**src/rtl/sbq_pkg.sv**
```systemverilog
// ----------------------------------------------------------------------------
// sbq_pkg
// Shared types and constants for the stereo biquad cascade.
// ----------------------------------------------------------------------------
`timescale 1ns / 1ps

package sbq_pkg;

   // Fixed formats: delay word width, guard bits below the sample LSB,
   // integer bits of a coefficient (sign included)
   localparam int DELAY_BITS = 48;
   localparam int GUARD_FRAC = 12;
   localparam int COEF_INT   = 5;

   localparam int NUM_COEFS  = 5;
   localparam int CSR_IDX_W  = 3;
   localparam int STAGE_CNT_W = 3;

   // Register map
   typedef enum logic [CSR_IDX_W-1:0] {
      REG_B0     = 3'd0,
      REG_B1     = 3'd1,
      REG_B2     = 3'd2,
      REG_A1     = 3'd3,
      REG_A2     = 3'd4,
      REG_STAGES = 3'd5
   } csr_reg_type;

   // Per-lane sequencer: six steps per biquad stage
   typedef enum logic [2:0] {
      LANE_IDLE,
      LANE_B0,
      LANE_Y,
      LANE_A1,
      LANE_B2,
      LANE_A2,
      LANE_D1,
      LANE_FIN
   } lane_state_type;

   // Lane status toward top level and merge stage
   typedef struct packed {
      logic busy;
      logic done;
      logic clip;
   } lane_status_type;

endpackage

```
**src/rtl/sbq_lane.sv**
```systemverilog
// ----------------------------------------------------------------------------
// sbq_lane
// One channel of the cascade: a single shared multiplier steps through all
// stages, keeping the two delay words of every stage in registers.
// ----------------------------------------------------------------------------
`timescale 1ns / 1ps

module sbq_lane
   import sbq_pkg::*;
#(
   parameter int MAX_STAGES  = 4,
   parameter int SAMPLE_BITS = 24,
   parameter int COEF_BITS   = 32
) (
   input  logic                                 clock,
   input  logic                                 reset,
   input  logic                                 clear,
   input  logic                                 start,
   input  logic [$clog2(MAX_STAGES+1)-1:0]      num_stages,
   input  logic [NUM_COEFS-1:0][COEF_BITS-1:0]  coefs,
   input  logic [SAMPLE_BITS-1:0]               x_in,
   output logic [SAMPLE_BITS-1:0]               y_out,
   output lane_status_type                      status
);

   localparam int PW         = COEF_BITS + SAMPLE_BITS;
   localparam int PROD_SHIFT = COEF_BITS - COEF_INT - GUARD_FRAC;
   localparam int SCL_W      = PW - PROD_SHIFT;
   localparam int SUM_W      = ((SCL_W > DELAY_BITS) ? SCL_W : DELAY_BITS) + 2;
   localparam int SIDX_W     = (MAX_STAGES > 1) ? $clog2(MAX_STAGES) : 1;
   localparam int CNT_W      = $clog2(MAX_STAGES + 1);
   localparam int YTOP       = GUARD_FRAC + SAMPLE_BITS - 1;

   lane_state_type state_ff, state_in;

   logic [SIDX_W-1:0]        stage_ff;
   logic [CNT_W-1:0]         num_ff;
   logic [SAMPLE_BITS-1:0]   x_ff;
   logic [SAMPLE_BITS-1:0]   y_ff;
   logic                     clip_ff;
   logic signed [PW-1:0]     prod_ff, prod_in;
   logic [SUM_W-1:0]         t_ff;
   logic [DELAY_BITS-1:0]    d0_ff [MAX_STAGES];
   logic [DELAY_BITS-1:0]    d1_ff [MAX_STAGES];

   logic [CSR_IDX_W-1:0]     coef_idx;
   logic                     use_y;
   logic                     last_stage;
   logic [COEF_BITS-1:0]     coef_sel;
   logic [SAMPLE_BITS-1:0]   smp_sel;
   logic [SUM_W-1:0]         scl_ext;
   logic [SUM_W-1:0]         d0_ext;
   logic [SUM_W-1:0]         d1_ext;
   logic [SUM_W-1:0]         acc;
   logic [SUM_W-1:0]         diff;
   logic                     y_ovf;
   logic [SAMPLE_BITS-1:0]   y_sat;
   logic                     d_ovf;
   logic [DELAY_BITS-1:0]    d_sat;

   assign last_stage = (CNT_W'(stage_ff) == (num_ff - CNT_W'(1)));

   // Sequencer state register
   always_ff @(posedge clock) begin
      if (reset) begin
         state_ff <= LANE_IDLE;
      end else begin
         state_ff <= state_in;
      end
   end

   // Next state and multiplier operand selection
   always_comb begin
      state_in = state_ff;
      coef_idx = REG_B0;
      use_y    = 1'b0;
      unique case (state_ff)
         LANE_IDLE: begin
            if (start) begin
               state_in = (num_stages == '0) ? LANE_FIN : LANE_B0;
            end
         end
         LANE_B0: begin
            coef_idx = REG_B0;
            state_in = LANE_Y;
         end
         LANE_Y: begin
            coef_idx = REG_B1;
            state_in = LANE_A1;
         end
         LANE_A1: begin
            coef_idx = REG_A1;
            use_y    = 1'b1;
            state_in = LANE_B2;
         end
         LANE_B2: begin
            coef_idx = REG_B2;
            state_in = LANE_A2;
         end
         LANE_A2: begin
            coef_idx = REG_A2;
            use_y    = 1'b1;
            state_in = LANE_D1;
         end
         LANE_D1: begin
            state_in = last_stage ? LANE_FIN : LANE_B0;
         end
         LANE_FIN: begin
            state_in = LANE_IDLE;
         end
         default: begin
            state_in = LANE_IDLE;
         end
      endcase
   end

   // Shared multiplier, product registered
   assign coef_sel = coefs[coef_idx];
   assign smp_sel  = use_y ? y_ff : x_ff;
   assign prod_in  = $signed(coef_sel) * $signed(smp_sel);

   // Scaled product and delay words in the wide sum format
   assign scl_ext = {{(SUM_W-SCL_W){prod_ff[PW-1]}}, prod_ff[PW-1:PROD_SHIFT]};
   assign d0_ext  = {{(SUM_W-DELAY_BITS){d0_ff[stage_ff][DELAY_BITS-1]}}, d0_ff[stage_ff]};
   assign d1_ext  = {{(SUM_W-DELAY_BITS){d1_ff[stage_ff][DELAY_BITS-1]}}, d1_ff[stage_ff]};

   // Stage output: floor to sample LSB, then saturate
   assign acc   = scl_ext + d0_ext;
   assign y_ovf = !((&acc[SUM_W-1:YTOP]) || !(|acc[SUM_W-1:YTOP]));
   assign y_sat = y_ovf ? {acc[SUM_W-1], {(SAMPLE_BITS-1){~acc[SUM_W-1]}}}
                        : acc[YTOP:GUARD_FRAC];

   // New delay word: partial sum minus feedback product, saturated
   assign diff  = t_ff - scl_ext;
   assign d_ovf = !((&diff[SUM_W-1:DELAY_BITS-1]) || !(|diff[SUM_W-1:DELAY_BITS-1]));
   assign d_sat = d_ovf ? {diff[SUM_W-1], {(DELAY_BITS-1){~diff[SUM_W-1]}}}
                        : diff[DELAY_BITS-1:0];

   // Datapath registers
   always_ff @(posedge clock) begin
      prod_ff <= prod_in;
      case (state_ff)
         LANE_IDLE: begin
            if (start) begin
               x_ff     <= x_in;
               num_ff   <= num_stages;
               stage_ff <= '0;
               clip_ff  <= 1'b0;
            end
         end
         LANE_Y: begin
            y_ff    <= y_sat;
            clip_ff <= clip_ff | y_ovf;
         end
         LANE_A1: begin
            t_ff <= scl_ext + d1_ext;
         end
         LANE_A2: begin
            t_ff <= scl_ext;
         end
         LANE_D1: begin
            x_ff     <= y_ff;
            stage_ff <= stage_ff + SIDX_W'(1);
         end
         default: begin
         end
      endcase
   end

   // Delay state, cleared at reset and on a stage count write
   always_ff @(posedge clock) begin
      if (reset || clear) begin
         for (int i = 0; i < MAX_STAGES; i++) begin
            d0_ff[i] <= '0;
            d1_ff[i] <= '0;
         end
      end else if (state_ff == LANE_B2) begin
         d0_ff[stage_ff] <= d_sat;
      end else if (state_ff == LANE_D1) begin
         d1_ff[stage_ff] <= d_sat;
      end
   end

   assign y_out       = x_ff;
   assign status.busy = (state_ff != LANE_IDLE);
   assign status.done = (state_ff == LANE_FIN);
   assign status.clip = clip_ff;

endmodule

```
**config.mk**
```make
export PLATFORM = sky130hd
export DESIGN_NAME = sbq_lane
export DESIGN_NICKNAME = d
export VERILOG_FILES = /design/src/rtl/sbq_pkg.sv /design/src/rtl/sbq_lane.sv
export SDC_FILE = /design/constraint.sdc
export NUM_CORES = 2
export LEC_CHECK = 0
export ABC_AREA = 1
export BUFFER_PORTS_ARGS = -buffer_cell sky130_fd_sc_hd__buf_2
export CAP_MARGIN = 20
export CORE_ASPECT_RATIO = 0.6
export CORE_MARGIN = 5
export CORE_UTILIZATION = 39
export DETAILED_ROUTE_END_ITERATION = 10
export PLACE_DENSITY = 0.58
export SLEW_MARGIN = 20
export SYNTH_ARGS = -nofsm -noshare
export SYNTH_HDL_FRONTEND = slang
export SYNTH_SLANG_ARGS = --single-unit
export TNS_END_PERCENT = 5
```
**constraint.sdc**
```tcl
create_clock -name clock -period 9.2 [get_ports clock]
set_input_delay 1.38 -clock clock [delete_from_list [all_inputs] [get_ports clock]]
set_output_delay 1.38 -clock clock [all_outputs]
set_load 0.1 [all_outputs]
```
==> impl_results.rst <==
.. list-table::
   :header-rows: 1

   * - Metric
     - Value
   * - Run status
     - finished clean
   * - Total of flip-flops plus latches after synthesis
     - about 530
   * - Syn avg cell area
     - between 8 and 9 um^2
   * - Reported max-cap violation count
     - 0
   * - Unrepaired setup endpoints after global routing
     - false
   * - Cts bufs inserted
     - 51
   * - Hold Slack
     - about 560 ps
   * - Largest fanout on the critical path
     - 42
   * - Data required, critical path
     - roughly 9700 ps
   * - Yosys Warn Count
     - 0
   * - Area added between synthesis and finish
     - 9.363%
   * - Clock latency on the worst-skew pair
     - 660 ps
   * - IO Count
     - ~220
   * - Crit path top cell by count
     - sky130_fd_sc_hd__fa_1
   * - Post-route cell area
     - roughly 66000 um^2
   * - Detail Placement HPWL
     - around 200 mm
   * - Number of global-route vias before repair
     - ~50k
   * - Most common cell in the synthesized netlist
     - sky130_fd_sc_hd__nand2_1
   * - Cell area reported after detailed placement
     - ~64000 um^2
   * - Count of input and output buffers
     - 217
   * - Max H-tree Level
     - 2
   * - Overflow left after global routing
     - 0
   * - Area of the mapped netlist
     - ~60000 um^2
   * - Final worst setup slack
     - about 260 ps
   * - Relative slew slack
     - 0.2541
   * - Residual antenna-violating net count after detailed routing
     - 0
   * - Count of final max-slew check failures
     - 0
   * - Critical Path AT
     - roughly 9500 ps
   * - Slowest cell on the critical path
     - sky130_fd_sc_hd__a211oi_1
   * - Post-Route WL
     - around 250 mm
   * - Number of detailed-route iterations in the first pass
     - 6
   * - Maximum clock path buffer count
     - 3
   * - Setup violations, final
     - 0
   * - Number of rows created at floorplan
     - 111
   * - Clock Sinks
     - approximately 530
   * - First-pass GRT wire length
     - 360.8 mm
   * - Clock tree root driver cell
     - sky130_fd_sc_hd__clkbuf_16
   * - Path category of the worst min-delay check
     - reg2reg
   * - Post-Synthesis Net Count
     - around 8.6k
   * - Horiz. Die Dim
     - 517.0 um
   * - CP Capture Type
     - flip-flop
   * - Critical path buffer and inverter count
     - 8
   * - Accumulated negative setup slack
     - 0 ps
   * - Achievable clock frequency
     - between 0.1 and 0.15 GHz
   * - Worst slack at placement
     - 138.5 ps
   * - Number of violations reported at the end of detailed-routing iteration 0
     - ~6.5k
   * - Share of final-layout standard cells stronger than drive strength 1
     - 0.09454
   * - List of most frequent post-synthesis cells
     - sky130_fd_sc_hd__nand2_1 (1373), sky130_fd_sc_hd__nor2_1 (1224), sky130_fd_sc_hd__inv_1 (1211)
   * - Final Net Count
     - just under 9k
   * - Clock tree from TritonCTS
     - done
   * - Number of enable-type register cells in the synthesized netlist
     - 487
   * - Quantity of hold-fixing buffers added after cts
     - 0
   * - CP peak stage delay
     - 750 ps
   * - Die outline height
     - roughly 310 um
   * - Global Route Usage Sum
     - 0.3040
   * - Actual transition at the worst max-transition pin
     - ~1100 ps
   * - Clock Pin Slew Worst Setup and Hold Paths
     - roughly 80 ps
   * - Share of async-settable or async-resettable flops after synthesis
     - 0
   * - Most instantiated flip-flop cell in the synthesis netlist
     - sky130_fd_sc_hd__edfxtp_1
   * - Core region area
     - roughly 150000 um^2
   * - Cell type with the highest aggregate area in the netlist
     - sky130_fd_sc_hd__fa_1
   * - Final Wtd Congestion
     - ~1.0
   * - Sequential cell area fraction in the yosys report
     - 0.2585
   * - Vias
     - 52.94k
   * - Top cells by area, synth
     - sky130_fd_sc_hd__fa_1 (26%), sky130_fd_sc_hd__edfxtp_1 (24%), sky130_fd_sc_hd__nand2_1 (8.6%), sky130_fd_sc_hd__nor2_1 (7.6%), sky130_fd_sc_hd__inv_1 (7.6%)
   * - DRC viols
     - 0
   * - Total count of hold-check failures in the final report
     - 0
   * - Synthesized netlist cell count
     - 7317
   * - Synth unique cells
     - 59
   * - Share of the synthesized area in the top cell type
     - 0.2610
   * - Clock tree skew after final layout
     - approximately 31 ps
   * - Overall die area
     - 162400 um^2
   * - Final cycle utilization of the critical path
     - 0.9720
   * - Nature of the critical path startpoint
     - flip-flop
   * - Initial Util
     - 0.3930
   * - CP top delay family
     - adder cells
   * - Wire per inst
     - between 20 and 30 um
   * - Post-route minimum period
     - between 8000 and 9000 ps
   * - Path type of the worst setup path
     - reg2reg
   * - Mean number of vias per cell
     - between 5 and 6
   * - Antenna violations before repair
     - 12
   * - Largest net degree at the start of global routing
     - 130
-- layer usage --
layer | GRT usage | share of wire | vias to the layer above
met5 | 0.006849 | 0.00080 | -
met2 | 0.3503 | 0.33 | 3024
met3 | 0.1249 | 0.15 | 198
met1 | 0.5141 | 0.50 | 26430
li1 | - | - | 23270
met4 | 0.03326 | 0.011 | 12
-- layout make-up --
class	count	area, um^2
Clock buffer	59	1306
Antenna cell	5	12.51
Tap cell	2034	2545
Multi-Input combinational cell	5271	38940
Timing Repair Buffer	387	2457
Inverter	1224	4622
Fill cell	15580	87270
Clock inverter	36	339.1
Sequential cell	533	15550
-- metrics by stage --
stage | std cells | util
2_1_floorplan | 7317 | -
6_report | 9549 | 0.4298
3_3_place_gp | 9445 | 0.4183
3_5_place_dp | 9445 | 0.4183
5_1_grt | 9544 | 0.4297
4_1_cts | 9540 | 0.4291
-- final timing paths --
path          startpoint  depth (start not counted)  slack [ps]          end
max reg2reg  state_ff[0]                         31         260  prod_ff[54]
max          state_ff[0]                         31         260  prod_ff[54]
min reg2reg     y_ff[23]                          2         560    y_out[23]
min             y_ff[23]                          2         560    y_out[23]
-- state kept, by name, summed over array words and instances (netlist names), 3 cells and up, named ones only --
name and cells:
y_out 24, state_ff 3, num_ff 3, d1_ff 192, prod_ff 41, d0_ff 192, t_ff 49, y_ff 24
-- logic make-up (layout without fill, tap and decap cells) --
group           Yosys count  in the layout  synth area share
simple gates           3010           3010            0.2040
buf+inv                1513           1706           0.09711
fa+ha+maj              1075           1075            0.3215
compound gates         1042           1042           0.09771
flops                   533            533            0.2585
xor+xnor                144            144           0.02122
other cells               0              5                 0
-- what timing repair did --
item / 4_1_cts / 5_1_grt
buffers inserted: 0 / 4
resized for setup: 0 / 20
setup endpoints to repair: 0 / 24
-- cell usage in the layout (no fill, tap or decap), types with 96 or more instances in the layout --
cell type	count
sky130_fd_sc_hd__o21ai_0	401
sky130_fd_sc_hd__buf_2	217
sky130_fd_sc_hd__inv_1	1198
sky130_fd_sc_hd__o22ai_1	96
sky130_fd_sc_hd__ha_1	291
sky130_fd_sc_hd__nor2_1	1223
sky130_fd_sc_hd__nand2_1	1359
sky130_fd_sc_hd__a21oi_1	336
sky130_fd_sc_hd__fa_1	784
sky130_fd_sc_hd__nand3_1	164
sky130_fd_sc_hd__buf_4	163
sky130_fd_sc_hd__nor2_2	97
sky130_fd_sc_hd__edfxtp_1	487
-- tightest hold or removal path, delay by kind of cell, from the launching register on --
kind | cells | cell delay [ps]
AND/OR/NAND/NOR | 2 | 110
flip-flops | 1 | 350
Power is not shown: default switching activity piles up to over one toggle a cycle in this logic, so the estimate is an artifact.
