===== config.mk =====
export PLATFORM = sky130hd
export DESIGN_NAME = sbq_merge
export DESIGN_NICKNAME = d
export VERILOG_FILES = /design/src/rtl/sbq_pkg.sv /design/src/rtl/sbq_merge.sv
export SDC_FILE = /design/constraint.sdc
export NUM_CORES = 1
export LEC_CHECK = 0
export ABC_AREA = 1
export ABC_CLOCK_PERIOD_IN_PS = 2900
export BUFFER_PORTS_ARGS = -buffer_cell sky130_fd_sc_hd__buf_4
export CORE_MARGIN = 2
export CORE_UTILIZATION = 40
export DETAILED_ROUTE_END_ITERATION = 8
export PLACE_DENSITY = 0.66
export SETUP_SLACK_MARGIN = 0.3
export SYNTH_ARGS = -nofsm -noshare
export SYNTH_HDL_FRONTEND = slang
export SYNTH_SLANG_ARGS = --single-unit

===== constraint.sdc =====
create_clock -name clock -period 2.9 [get_ports clock]
set_input_delay 0.58 -clock clock [delete_from_list [all_inputs] [get_ports clock]]
set_output_delay 0.58 -clock clock [all_outputs]
set_load 0.1 [all_outputs]

===== src/rtl/sbq_pkg.sv =====
// ----------------------------------------------------------------------------
// sbq_pkg
// Shared types and constants for the stereo biquad cascade.
// ----------------------------------------------------------------------------
`timescale 1ns / 1ps

package sbq_pkg;

   // Fixed formats: delay word width, guard bits below the sample LSB,
   // integer bits of a coefficient (sign included)
   localparam int DELAY_BITS = 48;
   localparam int GUARD_FRAC = 12;
   localparam int COEF_INT   = 5;

   localparam int NUM_COEFS  = 5;
   localparam int CSR_IDX_W  = 3;
   localparam int STAGE_CNT_W = 3;

   // Register map
   typedef enum logic [CSR_IDX_W-1:0] {
      REG_B0     = 3'd0,
      REG_B1     = 3'd1,
      REG_B2     = 3'd2,
      REG_A1     = 3'd3,
      REG_A2     = 3'd4,
      REG_STAGES = 3'd5
   } csr_reg_type;

   // Per-lane sequencer: six steps per biquad stage
   typedef enum logic [2:0] {
      LANE_IDLE,
      LANE_B0,
      LANE_Y,
      LANE_A1,
      LANE_B2,
      LANE_A2,
      LANE_D1,
      LANE_FIN
   } lane_state_type;

   // Lane status toward top level and merge stage
   typedef struct packed {
      logic busy;
      logic done;
      logic clip;
   } lane_status_type;

endpackage


===== src/rtl/sbq_merge.sv =====
// ----------------------------------------------------------------------------
// sbq_merge
// Joins the two lane results into one response and holds it in an output
// register until the receiver takes it.
// ----------------------------------------------------------------------------
`timescale 1ns / 1ps

module sbq_merge
   import sbq_pkg::*;
#(
   parameter int SAMPLE_BITS = 24
) (
   input  logic                    clock,
   input  logic                    reset,
   input  logic [SAMPLE_BITS-1:0]  left_y,
   input  logic [SAMPLE_BITS-1:0]  right_y,
   input  lane_status_type         left_st,
   input  lane_status_type         right_st,
   input  logic                    out_ready,
   output logic                    out_valid,
   output logic [SAMPLE_BITS-1:0]  out_left,
   output logic [SAMPLE_BITS-1:0]  out_right,
   output logic                    out_clip,
   output logic                    pending
);

   logic                    have_l_ff, have_r_ff;
   logic [SAMPLE_BITS-1:0]  l_ff, r_ff;
   logic                    lclip_ff, rclip_ff;
   logic                    valid_ff;
   logic [SAMPLE_BITS-1:0]  out_l_ff, out_r_ff;
   logic                    out_clip_ff;

   logic                    both;
   logic                    out_free;
   logic                    move;
   logic [SAMPLE_BITS-1:0]  l_cur, r_cur;
   logic                    clip_cur;

   assign both     = (have_l_ff || left_st.done) && (have_r_ff || right_st.done);
   assign out_free = !valid_ff || out_ready;
   assign move     = both && out_free;
   assign l_cur    = left_st.done  ? left_y  : l_ff;
   assign r_cur    = right_st.done ? right_y : r_ff;
   assign clip_cur = (left_st.done  ? left_st.clip  : lclip_ff) |
                     (right_st.done ? right_st.clip : rclip_ff);

   // Control flags
   always_ff @(posedge clock) begin
      if (reset) begin
         have_l_ff <= 1'b0;
         have_r_ff <= 1'b0;
         valid_ff  <= 1'b0;
      end else begin
         if (move) begin
            have_l_ff <= 1'b0;
            have_r_ff <= 1'b0;
         end else begin
            if (left_st.done)  have_l_ff <= 1'b1;
            if (right_st.done) have_r_ff <= 1'b1;
         end
         if (move) begin
            valid_ff <= 1'b1;
         end else if (out_ready) begin
            valid_ff <= 1'b0;
         end
      end
   end

   // Lane results waiting for their partner, and the output register
   always_ff @(posedge clock) begin
      if (left_st.done) begin
         l_ff     <= left_y;
         lclip_ff <= left_st.clip;
      end
      if (right_st.done) begin
         r_ff     <= right_y;
         rclip_ff <= right_st.clip;
      end
      if (move) begin
         out_l_ff    <= l_cur;
         out_r_ff    <= r_cur;
         out_clip_ff <= clip_cur;
      end
   end

   assign out_valid = valid_ff;
   assign out_left  = out_l_ff;
   assign out_right = out_r_ff;
   assign out_clip  = out_clip_ff;
   assign pending   = have_l_ff || have_r_ff;

endmodule


==> results of run 1 <==
## through the flow
stage	power [mW]	utilization	hold WS [ps]	instance area [um^2]	worst slack, ps
after floorplan	2.30	-	412	3280	570
after global placement	2.48	0.512	420	4150	894
after detailed placement	2.49	0.512	427	4150	870
after CTS	3.45	0.540	369	4370	1220
after global routing	3.55	0.540	374	4370	1170
final	3.41	0.540	391	4370	1260
## final timing paths
kind             start            end  slack, ps
max          have_r_ff        pending       1260
min              reset      out_valid        390
max reg2reg  have_r_ff  out_right[11]       1600
min reg2reg   r_ff[14]       r_ff[14]        450
## registers in the layout (all words and copies together), names as in the netlist
register and count:
l_ff 24, out_left 24, out_right 24, r_ff 24, have_l_ff 1, have_r_ff 1
lclip_ff 1, out_clip 1, out_valid 1, rclip_ff 1
## cell type report
class / count / area (um^2)
sequential: 102 / 2530
tap: 105 / 131
inverter: 12 / 57.6
clock inverter: 6 / 85.1
fill: 744 / 3720
timing repair buffer: 107 / 803
multi-input combinational: 159 / 621
clock buffer: 10 / 138
## power breakdown
part	total (mW)	switching (mW)	internal [mW]
logic	0.757	0.597	0.160
registers	1.69	0.0345	1.66
clock network	0.958	0.451	0.507
total	3.41	1.08	2.32
## layer usage
layer,up-vias,wire length (um),part of all wire
met5,-,0,0
met4,0,80,0.013
met3,7,638,0.10
met2,80,2860,0.46
met1,979,2650,0.43
li1,1106,-,-
## synthesized netlist by cell type
library cell               count
sky130_fd_sc_hd__buf_4         4
sky130_fd_sc_hd__a21oi_1       1
sky130_fd_sc_hd__inv_1        10
sky130_fd_sc_hd__nor2_1        2
sky130_fd_sc_hd__nand2_2       1
sky130_fd_sc_hd__o211ai_1      1
sky130_fd_sc_hd__nand2_1     150
sky130_fd_sc_hd__dfxtp_1      53
sky130_fd_sc_hd__edfxtp_1     49
sky130_fd_sc_hd__inv_6         1
sky130_fd_sc_hd__buf_6         2
sky130_fd_sc_hd__o21ai_0       2
sky130_fd_sc_hd__nand2_4       1
sky130_fd_sc_hd__inv_8         1
sky130_fd_sc_hd__buf_2         4
sky130_fd_sc_hd__nand3_2       1
## placed cells by master, fill, tap and decap left out, types with 2 or more instances in the layout
cell                        synthesis  final
sky130_fd_sc_hd__clkbuf_8           0     10
sky130_fd_sc_hd__nand2_1          150    150
sky130_fd_sc_hd__buf_4              4    107
sky130_fd_sc_hd__edfxtp_1          49     49
sky130_fd_sc_hd__inv_1             10      9
sky130_fd_sc_hd__nor2_1             2      2
sky130_fd_sc_hd__bufinv_16          0      2
sky130_fd_sc_hd__dfxtp_1           53     53
sky130_fd_sc_hd__o21ai_0            2      2
## worst register-to-register path: stages (launching register included)
cell and delay (ps):
sky130_fd_sc_hd__dfxtp_1 310, sky130_fd_sc_hd__inv_1 70, sky130_fd_sc_hd__nand2_4 70, sky130_fd_sc_hd__nand3_2 80, sky130_fd_sc_hd__inv_2 60, sky130_fd_sc_hd__buf_4 350
## cell families after synthesis
logic type / count (synthesis)
flops: 102
buf+inv: 22
simple gates: 155
compound gates: 4
==> flow_summary.toml, run 1 <==
[placement]
place_congestion = 0.685
port_buffers = 105
detail_placement_hpwl_um = 4130
placedCellCount = 485

[timing]
worst_clock_skew_ps = 7.99
grt_setup_unrepaired = "false"
fin_crit_sh = 0.567
fmax_ghz = 0.608
hold_viol = 0
period_needed_ps = 1640
finalSetupTns_ps = 0
finalSetupViolations = 0
timing.max_slew.rel_slack = 0.735
report.final.slew_viol_count = 0
tightestPinTransition_ps = 398

[clock_tree]
cts_buffers = 9
post_cts_resize_count = 0
clkSlewWorstSetupHoldPaths_ps = 90
cts.path.max_buffers = 2
clock_tree_from_tritoncts = "built"
cts_root_buffer = "sky130_fd_sc_hd__clkbuf_8"
htree_num_levels = 3
numClockSinks = 102
cts_setup_buffers = 0
cts.hold.buffers_added = 0
clock_latency_ps = 350

[global_routing]
grt_overflow_total = 0
globalRouteTotalUtil = 0.146
grt_first_pass_wirelength_um = 9810
grt.met1_usage = 0.180
grt_most_used_layer = "met2"
pin_count_of_the_biggest_net_entering_global_routing = 30
grt.met3_usage = 0.0575
grt_pass1_vias = 2091
globalRouteMet2Util = 0.229
antenna_found_initial = 0

[floorplanning]
core-area_um2 = 8090
design.die.area_um2 = 8950
row_count = 33
die_height_um = 94.6
die_x_um = 94.6
io_pins = 108
initial_core_util = 0.406

[yosys]
synthMuxAreaShare = 0
synth-adder-area-share = 0
synthesis.instances = 283
synth_largest_area_cell = "sky130_fd_sc_hd__edfxtp_1"
simple_gate_fraction_of_synth_area = 0.182
syn-mean-instance-area_um2 = 11.6
yosys.cell_types.count = 16
syn-cell-area_um2 = 3280
yosysTopAreaCellShare = 0.448
synth-compound-area-share = 0.00686
synth_area_leaders = "sky130_fd_sc_hd__edfxtp_1 (45%), sky130_fd_sc_hd__dfxtp_1 (32%), sky130_fd_sc_hd__nand2_1 (17%), sky130_fd_sc_hd__inv_1 (1.1%), sky130_fd_sc_hd__buf_4 (0.91%)"
ys.warnings.count = 0
synth_xor_area_frac = 0
synthesis.nets = 340
synth_top_family_by_area = "simple AND/OR/NAND/NOR gates"
ys_seq_elements = 102
synth_sequential_area_ratio = 0.771

[cells_and_area]
antenna_cells = 0
drive_gt1_frac = 0.323
area.growth.synth_to_final_pct = 33.0
total_number_of_nets_in_the_final_design = 448
final_cell_count_no_fill = 501

[route]
routed_wirelength_um = 6230
drcViolationCount = 0
drt.antenna.violating_nets = 0
first_pass_iters = 4
vias_per_cell = 4.34
drt_iter0_drc = 64
wire_per_inst_um = 12.4
vias = 2172

[power]
total_leakage_power_nw = 2.06
p_per_area_nw_per_um2 = 780
worst_ir_drop_vdd_v = 0.000421

[worst_setup_path]
worstRegToRegCells = 5
timing.critical_path.cells = "inv_1, nand2_1, buf_4"
cp-start-kind = "flip-flop"
criticalPathCategory = "reg -> out"
cpMaxStageDelayCell = "sky130_fd_sc_hd__dfxtp_1"
worst_path_dominant_cell_family = "buffers and inverters"
timing.critical_path.buf_inv = 2
arrival_ps = 1060
worst-endpoint-required_ps = 2320
slowest_delay_ps = 310
critical_path_depth = 3
worstSetupEndpointType = "output port"
worstPathMaxFanout = 2

[status]
run_status = "finished, final reports clean"

[run]
max-cap-violations = 0

[worst_hold_path]
hold_path.class = "in -> reg"
hold-path-cell-count = 2
(Power assumes the default switching activity.)
==> inputs of run 2 (changes only) <==
--- a/config.mk
+++ b/config.mk
@@ -6,7 +6,7 @@
 export NUM_CORES = 1
 export LEC_CHECK = 0
 export ABC_AREA = 1
-export ABC_CLOCK_PERIOD_IN_PS = 2900
+export ABC_CLOCK_PERIOD_IN_PS = 1550
 export BUFFER_PORTS_ARGS = -buffer_cell sky130_fd_sc_hd__buf_4
 export CORE_MARGIN = 2
 export CORE_UTILIZATION = 40
==> constraint.sdc (replaced) <==
create_clock -name clock -period 1.55 [get_ports clock]
set_input_delay 0.31 -clock clock [delete_from_list [all_inputs] [get_ports clock]]
set_output_delay 0.31 -clock clock [all_outputs]
set_load 0.1 [all_outputs]
==> flow_summary.toml, run 2 (synthesized netlist as in run 1, its figures left out) <==
[global_routing]
grt_overflow_total = 0
pin_count_of_the_biggest_net_entering_global_routing = 28
grt_first_pass_wirelength_um = 9870
antenna_found_initial = 0
grt_pass1_vias = 2149
globalRouteTotalUtil = 0.143

[clock_tree]
cts_root_buffer = "sky130_fd_sc_hd__clkbuf_8"
clock_latency_ps = 350
htree_num_levels = 3
cts.path.max_buffers = 2
cts_buffers = 9
numClockSinks = 102
cts.hold.buffers_added = 0
clock_tree_from_tritoncts = "built"
clkSlewWorstSetupHoldPaths_ps = 100

[worst_hold_path]
hold-path-cell-count = 2
hold_path_end = "out_valid"
worstHoldStart = "reset"
hold_path.class = "in -> reg"

[worst_setup_path]
criticalPathCategory = "reg -> out"
slowest_delay_ps = 420
timing.critical_path.buf_inv = 1
timing.critical_path.cells = "buf_6"
worst-r2r-setup-slack_ps = 260
worstPathMaxFanout = 1
worst-endpoint-required_ps = 1240
cpMaxStageDelayCell = "sky130_fd_sc_hd__edfxtp_1"
r2r_end = "out_right[8]"
worst_path_dominant_cell_family = "flip-flops"
cp-start-kind = "flip-flop"
crit-reg2reg-launch = "have_r_ff"
worstSetupEndpointType = "output port"
arrival_ps = 980
critical_path_depth = 1
worstRegToRegCells = 6

[route]
drt_iter0_drc = 49
drt.antenna.violating_nets = 0
routed_wirelength_um = 6400
first_pass_iters = 4
vias_per_cell = 4.32
drcViolationCount = 0
wire_per_inst_um = 12.6
vias = 2196

[placement]
place_congestion = 0.745
port_buffers = 105
detail_placement_hpwl_um = 4140

[floorplanning]
initial_core_util = 0.406
design.die.area_um2 = 8950
die_x_um = 94.6
row_count = 33
die_height_um = 94.6
io_pins = 108
core-area_um2 = 8090

[cells_and_area]
drive_gt1_frac = 0.352
antenna_cells = 0
multi_input_area_um2 = 633
area.growth.synth_to_final_pct = 42.7
register_area_um2 = 2540
total_number_of_nets_in_the_final_design = 455
final_common_cell = "sky130_fd_sc_hd__nand2_1"
leading_cell_types_in_the_layout_fill_and_taps_excluded = "sky130_fd_sc_hd__nand2_1 (148), sky130_fd_sc_hd__buf_4 (58), sky130_fd_sc_hd__dfxtp_1 (50), sky130_fd_sc_hd__edfxtp_1 (49), sky130_fd_sc_hd__buf_6 (48)"
fill_cells = 715
postLayoutCoreUtil = 0.579

[timing]
worst_clock_skew_ps = 15.5
tightestPinTransition_ps = 286
fin_crit_sh = 0.831
hold_viol = 0
timing.max_slew.rel_slack = 0.810
report.final.slew_viol_count = 0
period_needed_ps = 1290
grt_setup_unrepaired = "true"
finalSetupViolations = 0
fmax_ghz = 0.776
finalSetupTns_ps = 0

[power]
total_leakage_power_nw = 2.16
internal_power_mw = 4.19
p_per_area_nw_per_um2 = 1340
pwr-share-seq = 0.507
worst_ir_drop_vdd_v = 0.000708
netSwitchingPower_mw = 2.11
clockPowerShare = 0.244
power.share.combinational = 0.249
fraction_of_power_spent_switching_nets = 0.335

[run]
max-cap-violations = 0

[status]
run_status = "finished, final reports clean"
==> run 2: power by group through the flow <==
stage / Sequential (mW) / Combinational, mW / Clock (mW)
after floorplan: 4.06 / 0.252 / 0
after global placement: 3.23 / 1.44 / 0
after detailed placement: 3.23 / 1.45 / 0
after CTS: 3.19 / 1.54 / 1.57
after global routing: 3.22 / 1.65 / 1.69
final: 3.19 / 1.57 / 1.54
==> run 2: metal layers <==
layer	up-vias	share of wire	GRT usage
li1	1124	-	-
met5	-	0	0
met1	989	0.43	0.178
met3	9	0.086	0.0567
met2	74	0.47	0.226
met4	0	0.012	0.0543
==> run 2: how the worst max path moves through the flow <==
stage | start | end
6_report | out_left[21] | out_left[21]
5_1_grt | out_left[21] | out_left[21]
4_1_cts | out_right[13] | out_right[13]
3_5_place_dp | left_st[1] | out_left[15]
3_3_place_gp | left_st[1] | out_right[19]
2_1_floorplan | out_valid | out_clip
==> run 2: repair_timing <==
item / in CTS / in global routing
pin swaps: 1 / 1
endpoints found under the setup margin: 51 / 100
gates cloned: 0 / 2
buffers inserted: 1 / 1
resized for setup: 58 / 5
==> run 2: area by class of cell <==
type | instances | share of cell area
sequential | 102 | 0.542
timing repair buffer | 114 | 0.243
multi-input combinational | 159 | 0.135
clock buffer | 11 | 0.0302
tap | 105 | 0.0280
inverter | 12 | 0.0131
clock inverter | 5 | 0.00908
==> run 2: per-stage QoR <==
stage | setup WS [ps] | cell area, um^2 | cells | hold WS [ps] | power, mW
after floorplan | -237 | 3300 | 283 | 369 | 4.31
after global placement | 147 | 4210 | 488 | 420 | 4.66
after detailed placement | 134 | 4210 | 488 | 427 | 4.68
after CTS | 244 | 4600 | 505 | 103 | 6.30
after global routing | 199 | 4680 | 508 | 97.1 | 6.55
final | 262 | 4680 | 508 | 110 | 6.30
